File: config.mk
export PLATFORM = sky130hd
export DESIGN_NAME = module_occupancy_classifier
export DESIGN_NICKNAME = d
export VERILOG_FILES = /design/src/rtl/core/moc_pkg.sv /design/src/rtl/core/moc_ram.sv /design/src/rtl/core/moc_tally.sv /design/src/rtl/core/module_occupancy_classifier.sv
export SDC_FILE = /design/constraint.sdc
export NUM_CORES = 2
export LEC_CHECK = 0
export BUFFER_PORTS_ARGS = -buffer_cell sky130_fd_sc_hd__buf_2
export CAP_MARGIN = 20
export CORE_MARGIN = 10
export CORE_UTILIZATION = 65
export CTS_BUF_LIST = sky130_fd_sc_hd__clkbuf_4
export DETAILED_ROUTE_END_ITERATION = 10
export GPL_ROUTABILITY_DRIVEN = 0
export PLACE_DENSITY = 0.82
export SLEW_MARGIN = 10
export SYNTH_ARGS = -nofsm -noshare
export SYNTH_HDL_FRONTEND = slang
export SYNTH_SLANG_ARGS = --single-unit
File: constraint.sdc
create_clock -name clk -period 45.5 [get_ports clk]
set_input_delay 2.275 -clock clk [delete_from_list [all_inputs] [get_ports clk]]
set_output_delay 2.275 -clock clk [all_outputs]
set_load 0.03 [all_outputs]
File: src/rtl/core/moc_pkg.sv
// Shared constants, widths and types for the module occupancy classifier.
// Used by every module under rtl/core; depends on nothing else.
package moc_pkg;

    // Detector geometry and output cap
    localparam int NUM_LAYERS        = 34;
    localparam int MODULES_PER_LAYER = 7;
    localparam int MAX_HEAVY_ITEMS   = 63;
    localparam int TOTAL_MODULES     = NUM_LAYERS * MODULES_PER_LAYER;

    // Counter store geometry
    localparam int ADDR_W  = (TOTAL_MODULES > 1) ? $clog2(TOTAL_MODULES) : 1;
    localparam int SCAN_W  = $clog2(TOTAL_MODULES + 1);
    localparam int COUNT_W = 9;
    localparam logic [COUNT_W-1:0] COUNT_MAX = 9'd511;

    // Field widths of the streams
    localparam int LAYER_W  = 6;
    localparam int MODREQ_W = 3;
    localparam int IDX_W    = 8;
    localparam int TALLY_W  = 8;
    localparam int EMIT_W   = 6;
    localparam int HIT_W    = 12;

    // Heavy threshold: more than this many hits makes a module heavy
    localparam logic [COUNT_W-1:0] HEAVY_LIMIT = 9'd2;

    // Result kinds
    localparam logic KIND_HEAVY   = 1'b0;
    localparam logic KIND_SUMMARY = 1'b1;

    // Control state, one-hot
    typedef enum logic [3:0] {
        ST_CLR  = 4'b0001,
        ST_HIT  = 4'b0010,
        ST_SCAN = 4'b0100,
        ST_SUM  = 4'b1000
    } state_t;

    // Commands to the tally unit
    typedef struct packed {
        logic clr;
        logic step;
    } tally_ctl_t;

    // Per-event tallies
    typedef struct packed {
        logic [TALLY_W-1:0] n_zero;
        logic [TALLY_W-1:0] n_one;
        logic [TALLY_W-1:0] n_two;
        logic [TALLY_W-1:0] n_more;
        logic [EMIT_W-1:0]  emitted;
        logic               truncated;
    } tally_t;

endpackage

File: src/rtl/core/moc_ram.sv
// Counter store: one write port and one registered read port.
// Depends on moc_pkg for depth and width.
module moc_ram
    import moc_pkg::*;
(
    input  logic               clk,
    input  logic               we,
    input  logic [ADDR_W-1:0]  waddr,
    input  logic [COUNT_W-1:0] wdata,
    input  logic               re,
    input  logic [ADDR_W-1:0]  raddr,
    output logic [COUNT_W-1:0] rdata
);

    logic [COUNT_W-1:0] mem [TOTAL_MODULES];

    // Write port
    always_ff @(posedge clk)
    begin
        if (we)
        begin
            mem[waddr] <= wdata;
        end
    end

    // Read port, data held while not enabled
    always_ff @(posedge clk)
    begin
        if (re)
        begin
            rdata <= mem[raddr];
        end
    end

endmodule

File: src/rtl/core/moc_tally.sv
// Occupancy tallies for one event scan and the heavy-item cap decision.
// Depends on moc_pkg.
module moc_tally
    import moc_pkg::*;
(
    input  logic               clk,
    input  logic               rst_n,
    input  tally_ctl_t         ctl,
    input  logic [COUNT_W-1:0] value,
    output logic               emit,
    output tally_t             tally
);

    tally_t tally_reg;
    tally_t tally_next;
    logic   heavy;

    // Classify the counter under scan
    assign heavy = value > HEAVY_LIMIT;
    assign emit  = heavy && (tally_reg.emitted < EMIT_W'(MAX_HEAVY_ITEMS));

    // Advance the class counters
    always_comb
    begin
        tally_next = tally_reg;
        if (ctl.clr)
        begin
            tally_next = '0;
        end
        else if (ctl.step)
        begin
            if (value == '0)
            begin
                tally_next.n_zero = tally_reg.n_zero + 1'b1;
            end
            else if (value == COUNT_W'(1))
            begin
                tally_next.n_one = tally_reg.n_one + 1'b1;
            end
            else if (!heavy)
            begin
                tally_next.n_two = tally_reg.n_two + 1'b1;
            end
            else
            begin
                tally_next.n_more = tally_reg.n_more + 1'b1;
                if (emit)
                begin
                    tally_next.emitted = tally_reg.emitted + 1'b1;
                end
                else
                begin
                    tally_next.truncated = 1'b1;
                end
            end
        end
    end

    always_ff @(posedge clk or negedge rst_n)
    begin
        if (!rst_n)
        begin
            tally_reg <= '0;
        end
        else
        begin
            tally_reg <= tally_next;
        end
    end

    assign tally = tally_reg;

endmodule

File: src/rtl/core/module_occupancy_classifier.sv
// Module occupancy classifier: per-module hit counting with end-of-event scan.
// Depends on moc_pkg, moc_ram and moc_tally.
//
// Hits enter one beat per cycle during hit intake; each in-range hit is a
// read-modify-write of one counter in a single-port-read memory, with the
// last write forwarded so back-to-back hits to one module count correctly.
// After reset the block zeroes all TOTAL_MODULES (238) counters of the store
// before it takes a beat. A beat with tlast starts a scan that reads and
// clears one counter per cycle, except while a heavy-module beat waits on
// m_axis_tready; input is held off during the scan and the summary.
module module_occupancy_classifier
    import moc_pkg::*;
(
    input  logic        clk,
    input  logic        rst_n,
    input  logic        s_axis_tvalid,
    output logic        s_axis_tready,
    input  logic [15:0] s_axis_tdata,  // layer[5:0], module_req[8:6], zero pad
    input  logic        s_axis_tuser,  // has_hit
    input  logic        s_axis_tlast,  // end_of_event
    output logic        m_axis_tvalid,
    input  logic        m_axis_tready,
    output logic [55:0] m_axis_tdata,  // module_index[7:0], hit_count[16:8],
                                       // modules_zero[24:17], modules_one[32:25],
                                       // modules_two[40:33], modules_more[48:41],
                                       // truncated[49], zero pad
    output logic        m_axis_tuser,  // kind
    output logic        m_axis_tlast   // last
);

    state_t state_reg, state_next;

    logic [ADDR_W-1:0]  clr_cnt_reg, clr_cnt_next;
    logic [SCAN_W-1:0]  scan_cnt_reg, scan_cnt_next;

    logic               s1_valid_reg, s1_valid_next;
    logic               s1_scan_reg;
    logic [ADDR_W-1:0]  s1_addr_reg;

    logic               lw_valid_reg;
    logic [ADDR_W-1:0]  lw_addr_reg;
    logic [COUNT_W-1:0] lw_data_reg;

    logic               out_valid_reg, out_valid_next;
    logic [55:0]        out_data_reg;
    logic               out_kind_reg;
    logic               out_last_reg;

    logic [LAYER_W-1:0]  in_layer;
    logic [MODREQ_W-1:0] in_mod;
    logic                in_acc;
    logic                hit_ok;
    logic [HIT_W-1:0]    hit_idx;
    logic                hit_issue;
    logic                scan_issue;
    logic                rd_en;
    logic [ADDR_W-1:0]   rd_addr;
    logic [COUNT_W-1:0]  rd_data;
    logic [COUNT_W-1:0]  cur;
    logic                s1_adv;
    logic                out_free;
    logic                wr_en;
    logic [ADDR_W-1:0]   wr_addr;
    logic [COUNT_W-1:0]  wr_data;
    logic                emit;
    tally_ctl_t          tctl;
    tally_t              tally;
    logic                load_heavy;
    logic                load_sum;
    logic [ADDR_W+IDX_W-1:0] idx_ext;
    logic                scan_done;

    // Unpack the input beat
    assign in_layer = s_axis_tdata[5:0];
    assign in_mod   = s_axis_tdata[8:6];
    assign s_axis_tready = (state_reg == ST_HIT);
    assign in_acc = s_axis_tvalid && s_axis_tready;

    // Check range and form the counter address
    assign hit_ok = s_axis_tuser
                 && ({1'b0, in_layer} < 7'(NUM_LAYERS))
                 && ({2'b0, in_mod} < 5'(MODULES_PER_LAYER));
    assign hit_idx = HIT_W'(in_layer) * HIT_W'(MODULES_PER_LAYER) + HIT_W'(in_mod);
    assign hit_issue = in_acc && hit_ok;

    // Output slot is free when empty or draining this cycle
    assign out_free = !out_valid_reg || m_axis_tready;

    // Forward the newest write over the memory read
    assign cur = (lw_valid_reg && (lw_addr_reg == s1_addr_reg)) ? lw_data_reg : rd_data;

    // Stall a scan entry only when it must emit and the slot is busy
    assign s1_adv = !s1_scan_reg || !emit || out_free;

    assign scan_done  = (scan_cnt_reg == SCAN_W'(TOTAL_MODULES));
    assign scan_issue = (state_reg == ST_SCAN) && !scan_done
                     && (!s1_valid_reg || s1_adv);

    // Select the read address
    assign rd_en   = hit_issue || scan_issue;
    assign rd_addr = hit_issue ? hit_idx[ADDR_W-1:0] : scan_cnt_reg[ADDR_W-1:0];

    // Select the write: clearing pass, hit increment or scan clear
    always_comb
    begin
        wr_en   = 1'b0;
        wr_addr = s1_addr_reg;
        wr_data = '0;
        if (state_reg == ST_CLR)
        begin
            wr_en   = 1'b1;
            wr_addr = clr_cnt_reg;
        end
        else if (s1_valid_reg && s1_adv)
        begin
            wr_en = 1'b1;
            if (!s1_scan_reg)
            begin
                wr_data = (cur == COUNT_MAX) ? cur : cur + 1'b1;
            end
        end
    end

    moc_ram u_ram (
        .clk   (clk),
        .we    (wr_en),
        .waddr (wr_addr),
        .wdata (wr_data),
        .re    (rd_en),
        .raddr (rd_addr),
        .rdata (rd_data)
    );

    assign tctl.clr  = in_acc && s_axis_tlast;
    assign tctl.step = s1_valid_reg && s1_scan_reg && s1_adv;

    moc_tally u_tally (
        .clk   (clk),
        .rst_n (rst_n),
        .ctl   (tctl),
        .value (cur),
        .emit  (emit),
        .tally (tally)
    );

    assign load_heavy = tctl.step && emit;
    assign load_sum   = (state_reg == ST_SUM) && out_free;

    // Sequence reset clear, hit intake, scan and summary
    always_comb
    begin
        state_next    = state_reg;
        clr_cnt_next  = clr_cnt_reg;
        scan_cnt_next = scan_cnt_reg;
        case (state_reg)
            ST_CLR:
            begin
                clr_cnt_next = clr_cnt_reg + 1'b1;
                if (clr_cnt_reg == ADDR_W'(TOTAL_MODULES - 1))
                begin
                    state_next = ST_HIT;
                end
            end
            ST_HIT:
            begin
                if (in_acc && s_axis_tlast)
                begin
                    state_next    = ST_SCAN;
                    scan_cnt_next = '0;
                end
            end
            ST_SCAN:
            begin
                if (scan_issue)
                begin
                    scan_cnt_next = scan_cnt_reg + 1'b1;
                end
                if (scan_done && !s1_valid_reg)
                begin
                    state_next = ST_SUM;
                end
            end
            ST_SUM:
            begin
                if (load_sum)
                begin
                    state_next = ST_HIT;
                end
            end
            default:
            begin
                state_next = ST_CLR;
            end
        endcase
    end

    assign s1_valid_next = rd_en || (s1_valid_reg && !s1_adv);

    always_ff @(posedge clk or negedge rst_n)
    begin
        if (!rst_n)
        begin
            state_reg    <= ST_CLR;
            clr_cnt_reg  <= '0;
            scan_cnt_reg <= '0;
            s1_valid_reg <= 1'b0;
            lw_valid_reg <= 1'b0;
        end
        else
        begin
            state_reg    <= state_next;
            clr_cnt_reg  <= clr_cnt_next;
            scan_cnt_reg <= scan_cnt_next;
            s1_valid_reg <= s1_valid_next;
            if (wr_en)
            begin
                lw_valid_reg <= 1'b1;
            end
        end
    end

    // Track the read stage and the newest write
    always_ff @(posedge clk)
    begin
        if (rd_en)
        begin
            s1_scan_reg <= !hit_issue;
            s1_addr_reg <= rd_addr;
        end
        if (wr_en)
        begin
            lw_addr_reg <= wr_addr;
            lw_data_reg <= wr_data;
        end
    end

    // Hold the output beat until taken
    assign idx_ext = {{IDX_W{1'b0}}, s1_addr_reg};

    always_comb
    begin
        out_valid_next = out_valid_reg;
        if (load_heavy || load_sum)
        begin
            out_valid_next = 1'b1;
        end
        else if (m_axis_tready)
        begin
            out_valid_next = 1'b0;
        end
    end

    always_ff @(posedge clk or negedge rst_n)
    begin
        if (!rst_n)
        begin
            out_valid_reg <= 1'b0;
        end
        else
        begin
            out_valid_reg <= out_valid_next;
        end
    end

    always_ff @(posedge clk)
    begin
        if (load_heavy)
        begin
            out_kind_reg <= KIND_HEAVY;
            out_last_reg <= 1'b0;
            out_data_reg <= {39'd0, cur, idx_ext[IDX_W-1:0]};
        end
        else if (load_sum)
        begin
            out_kind_reg <= KIND_SUMMARY;
            out_last_reg <= 1'b1;
            out_data_reg <= {6'd0, tally.truncated, tally.n_more, tally.n_two,
                             tally.n_one, tally.n_zero, 17'd0};
        end
    end

    assign m_axis_tvalid = out_valid_reg;
    assign m_axis_tdata  = out_data_reg;
    assign m_axis_tuser  = out_kind_reg;
    assign m_axis_tlast  = out_last_reg;

endmodule
==> flow_summary_export.csv <==
group,metric,value,unit
placement,dp_hpwl,135,mm
synth,ys_warn_count,0,
clocking,clk_root_buffer_cell,"clkbuf_4",
drt,wl_per_cell,25.8,µm
grt,grt_overflow,0,
drt,drc_errors,0,
critical_path,r2r_end,"u_ram.rdata[5]",
grt,antenna_found_initial,7,
synth,ys_types,73,
critical_path,cp_slowest_stage_delay,940,ps
power_and_ir_drop,power-per-cell-area,39.2,mW/mm²
critical_path,reg2reg_slack,37530,ps
critical_path,criticalPathCategory,"input pin to register",
synth,synth_compound_area_share,7.30,%
clocking,postCtsHoldBufs,0,
synth,muxShareOfSynthArea,2.04,%
clocking,clockBufferDepth,4,
sta,finalSetupTns,0,ps
critical_path,r2r_cells,14,
die,core_area,0.140,mm²
grt,grt_pass1_wl,359,mm
sta,finalMaxSlewViolations,0,
synth,synth_top_family_by_area,"simple AND/OR/NAND/NOR gates",
synth,synth_xor_area_share,0.555,%
clocking,cts_sinks,2290,
synth,syn_inst,6865,
power_and_ir_drop,p_leak,0.0326,µW
power_and_ir_drop,power.total,3920,µW
die,row_count,137,
clocking,cts-buffers-inserted,569,
drt,firstDrtPassIters,8,
synth,synth_area,0.0916,mm²
grt,track_usage,30.2,%
drt,drt_wl_total,243,mm
critical_path,r2r_start,"state_reg[3]",
synth,syn_area_per_cell,13.3,µm²
synth,async_flop_share,2.71,%
cells_and_area,largest_reg_flops,2142,
drt,avgViaCountPerCell,6.55,
synth,synth_top_flop_cell,"edfxtp_1",
die,die_x,395,µm
sta,slew-limit-headroom,10.1,%
critical_path,end_kind,"register",
clocking,htreeDepth,6,
drt,vias,61704,
clocking,cts_resized,0,
critical_path,startpoint_type,"input pin",
placement,io_buffers,68,
sta,fmax,0.118,GHz
worst_hold_path,hp-class,"register to register",
critical_path,cp.arrival,9410,ps
power_and_ir_drop,peakVddDrop,0.0314,mV
cells_and_area,area.growth.synth_to_final,9.16,%
sta,period_share,18.6,%
drt,drt.antenna.violating_nets,0,
synth,synth_edf_count,2194,
critical_path,worst-path-max-fanout,71,
sta,setup_violations,0,
cells_and_area,drive_gt1_share,14.1,%
clocking,clkTransAtPathRegs,60,ps
synth,synthSimpleGateAreaFrac,12.5,%
cells_and_area,stdcell_area,0.100,mm²
critical_path,path_depth,16,
run,drv_cap,0,
critical_path,crit_family,"buffers and inverters",
sta,hold_viol_final,0,
clocking,cts_tree,"yes",
sta,fin_crit,8440,ps
synth,synthAdderAreaFrac,0.549,%
die,start_util,65.6,%
die,die_height,395,µm
cells_and_area,fin_util,71.6,%
critical_path,path_buf_inv,6,
synth,synth-seq-area-share,74.4,%
drt,drt_iter0_markers,9543,
grt,grt_pass1_vias,59584,
synth,synth-seq-cells,2290,
grt,grt_max_degree,240,
sta,worst_clock_skew,119,ps
placement,postPlaceCellArea,0.0933,mm²
status,status,"complete, no violations",
die,io_pins,82,
sta,rsz0062_at_grt,"no",
clocking,worst_skew_pair.late_latency,1360,ps
critical_path,crit_path_top_delay_cell,"a311oi_1",
critical_path,crit_top_cell,"buf_4",
critical_path,crit_end,"u_ram.rdata[5]",
clocking,cts_setup_buffers,0,
cells_and_area,fillers,8558,
critical_path,startpoint,"s_axis_tdata[4]",
critical_path,worstPathRequired,46460,ps
critical_path,crit_chain,"buf_2 > ha_1 > nand3b_1 > a2111o_1 > mux2i_4 > buf_4 > buf_4 > buf_4 > buf_4 > buf_4 > nand2_1 > a32oi_1 > nand3_1 > a32oi_1 > nand3_1 > a311oi_1",
sta,worst_pin_slew,1350,ps
cells_and_area,nets,7241,
die,die_area,0.156,mm²
cell families after synthesis:
family                   after synthesis
flip-flops                          2290
multiplexers                         185
XOR/XNOR                              58
AND/OR/NAND/NOR                     2738
buffers and inverters                482
adder cells (fa/ha/maj)               36
AO/OA/AOI/OAI                       1075
other                                  1
where the power goes:
part | internal (µW) | switching, µW | total (µW) | leakage [µW]
Clock | 829 | 782 | 1610 | 0.00398
Sequential | 2280 | 5.53 | 2280 | 0.0166
Combinational | 11.3 | 18.9 | 30.2 | 0.0120
Total | 3120 | 806 | 3920 | 0.0326
per-stage QoR:
stage	instances	setup WS [ps]	hold slack, ps
global route	9412	37010	469
detailed placement	8482	36130	444
finish	9422	37060	451
global placement	8479	36250	440
floorplan	6870	31030	439
CTS	9402	37490	455
routing by layer:
metal	wire, µm	up-vias	GRT usage, %
li1	-	26358	-
met5	63	-	0
met4	13100	6	16.7
met3	37300	879	10.8
met1	83000	29349	38.7
met2	110000	5112	45.2
final cells by class:
cell class              instances  area (µm²)  share of cell area [%]
clock buffers                 790        5930                    5.93
flip-flops and latches       2290       68100                    68.1
repair buffers                180        1360                    1.36
clock inverters               130         658                   0.658
inverters                      44         183                   0.183
multi-input cells            4098       21400                    21.4
diodes                         14        35.0                  0.0350
well taps                    1876        2350                    2.35
cells in the mapped netlist, types with 9 or more instances:
master,number,area [µm²]
nor4_1,51,319
nor3_1,36,180
a31oi_1,143,895
mux2i_1,179,1790
and3_1,30,188
nand2_1,1687,6330
dfxtp_1,34,681
o21ai_0,38,190
nand3_1,409,2050
a21boi_0,44,330
a32oi_1,111,972
a2111oi_0,12,105
o22ai_1,63,394
buf_6,29,327
or3_1,11,68.8
edfxtp_1,2194,65900
ha_1,29,363
buf_1,24,90.1
nand4_1,93,582
or4_1,15,113
nand2b_1,9,56.3
a22oi_1,37,278
dfrtp_1,61,1530
buf_2,86,430
nor2_1,367,1380
xor2_1,28,245
a211oi_1,35,263
a221oi_1,10,87.6
inv_1,41,154
a21oi_1,512,2560
xnor2_1,30,263
a21o_1,14,105
and2_1,12,75.1
buf_4,71,533
o2111ai_1,9,78.8
clkbuf_1,226,848
how the worst min path moves through the flow:
stage / to / cells past startpoint / slack (ps) / start
after floorplan: lw_valid_reg / 1 / 440 / lw_valid_reg
after global placement: m_axis_tdata[33] / 2 / 440 / m_axis_tdata[33]
after detailed placement: m_axis_tdata[17] / 2 / 440 / m_axis_tdata[17]
after CTS: m_axis_tdata[17] / 2 / 450 / m_axis_tdata[17]
after global routing: m_axis_tdata[35] / 2 / 470 / m_axis_tdata[35]
final: m_axis_tdata[24] / 2 / 450 / m_axis_tdata[24]
worst reg2reg max path, stage by stage (launching register included):
cell	delay, ps
dfrtp_1	470
or4b_1	720
a2111o_1	620
mux2i_4	240
buf_4	390
buf_4	550
buf_4	710
buf_4	820
buf_4	780
nand2_1	170
a32oi_1	290
nand3_1	220
a32oi_1	370
nand3_1	330
a311oi_1	950
placed cells by master, fill, tap and decap left out, types with 11 or more instances in the layout:
cell type / synthesis / final
nor2_1: 367 / 359
nand2_1: 1687 / 1682
or4_1: 15 / 15
inv_2: 3 / 22
a2111oi_0: 12 / 12
nor4_1: 51 / 50
a21oi_1: 512 / 510
inv_1: 41 / 39
dfxtp_1: 34 / 34
a211oi_1: 35 / 34
and2_1: 12 / 12
or3_1: 11 / 11
nand4_1: 93 / 93
nand3_1: 409 / 403
clkinv_1: 0 / 96
o21ai_0: 38 / 36
clkbuf_4: 0 / 791
diode_2: 0 / 14
xnor2_1: 30 / 30
ha_1: 29 / 29
buf_4: 71 / 94
buf_2: 86 / 68
a22oi_1: 37 / 37
nor3_1: 36 / 34
edfxtp_1: 2194 / 2194
dfrtp_1: 61 / 61
a21o_1: 14 / 14
a31oi_1: 143 / 143
a32oi_1: 111 / 111
buf_12: 0 / 14
o22ai_1: 63 / 63
a21boi_0: 44 / 43
mux2i_1: 179 / 174
xor2_1: 28 / 28
and3_1: 30 / 30
Power figures use the tool's default switching activity.
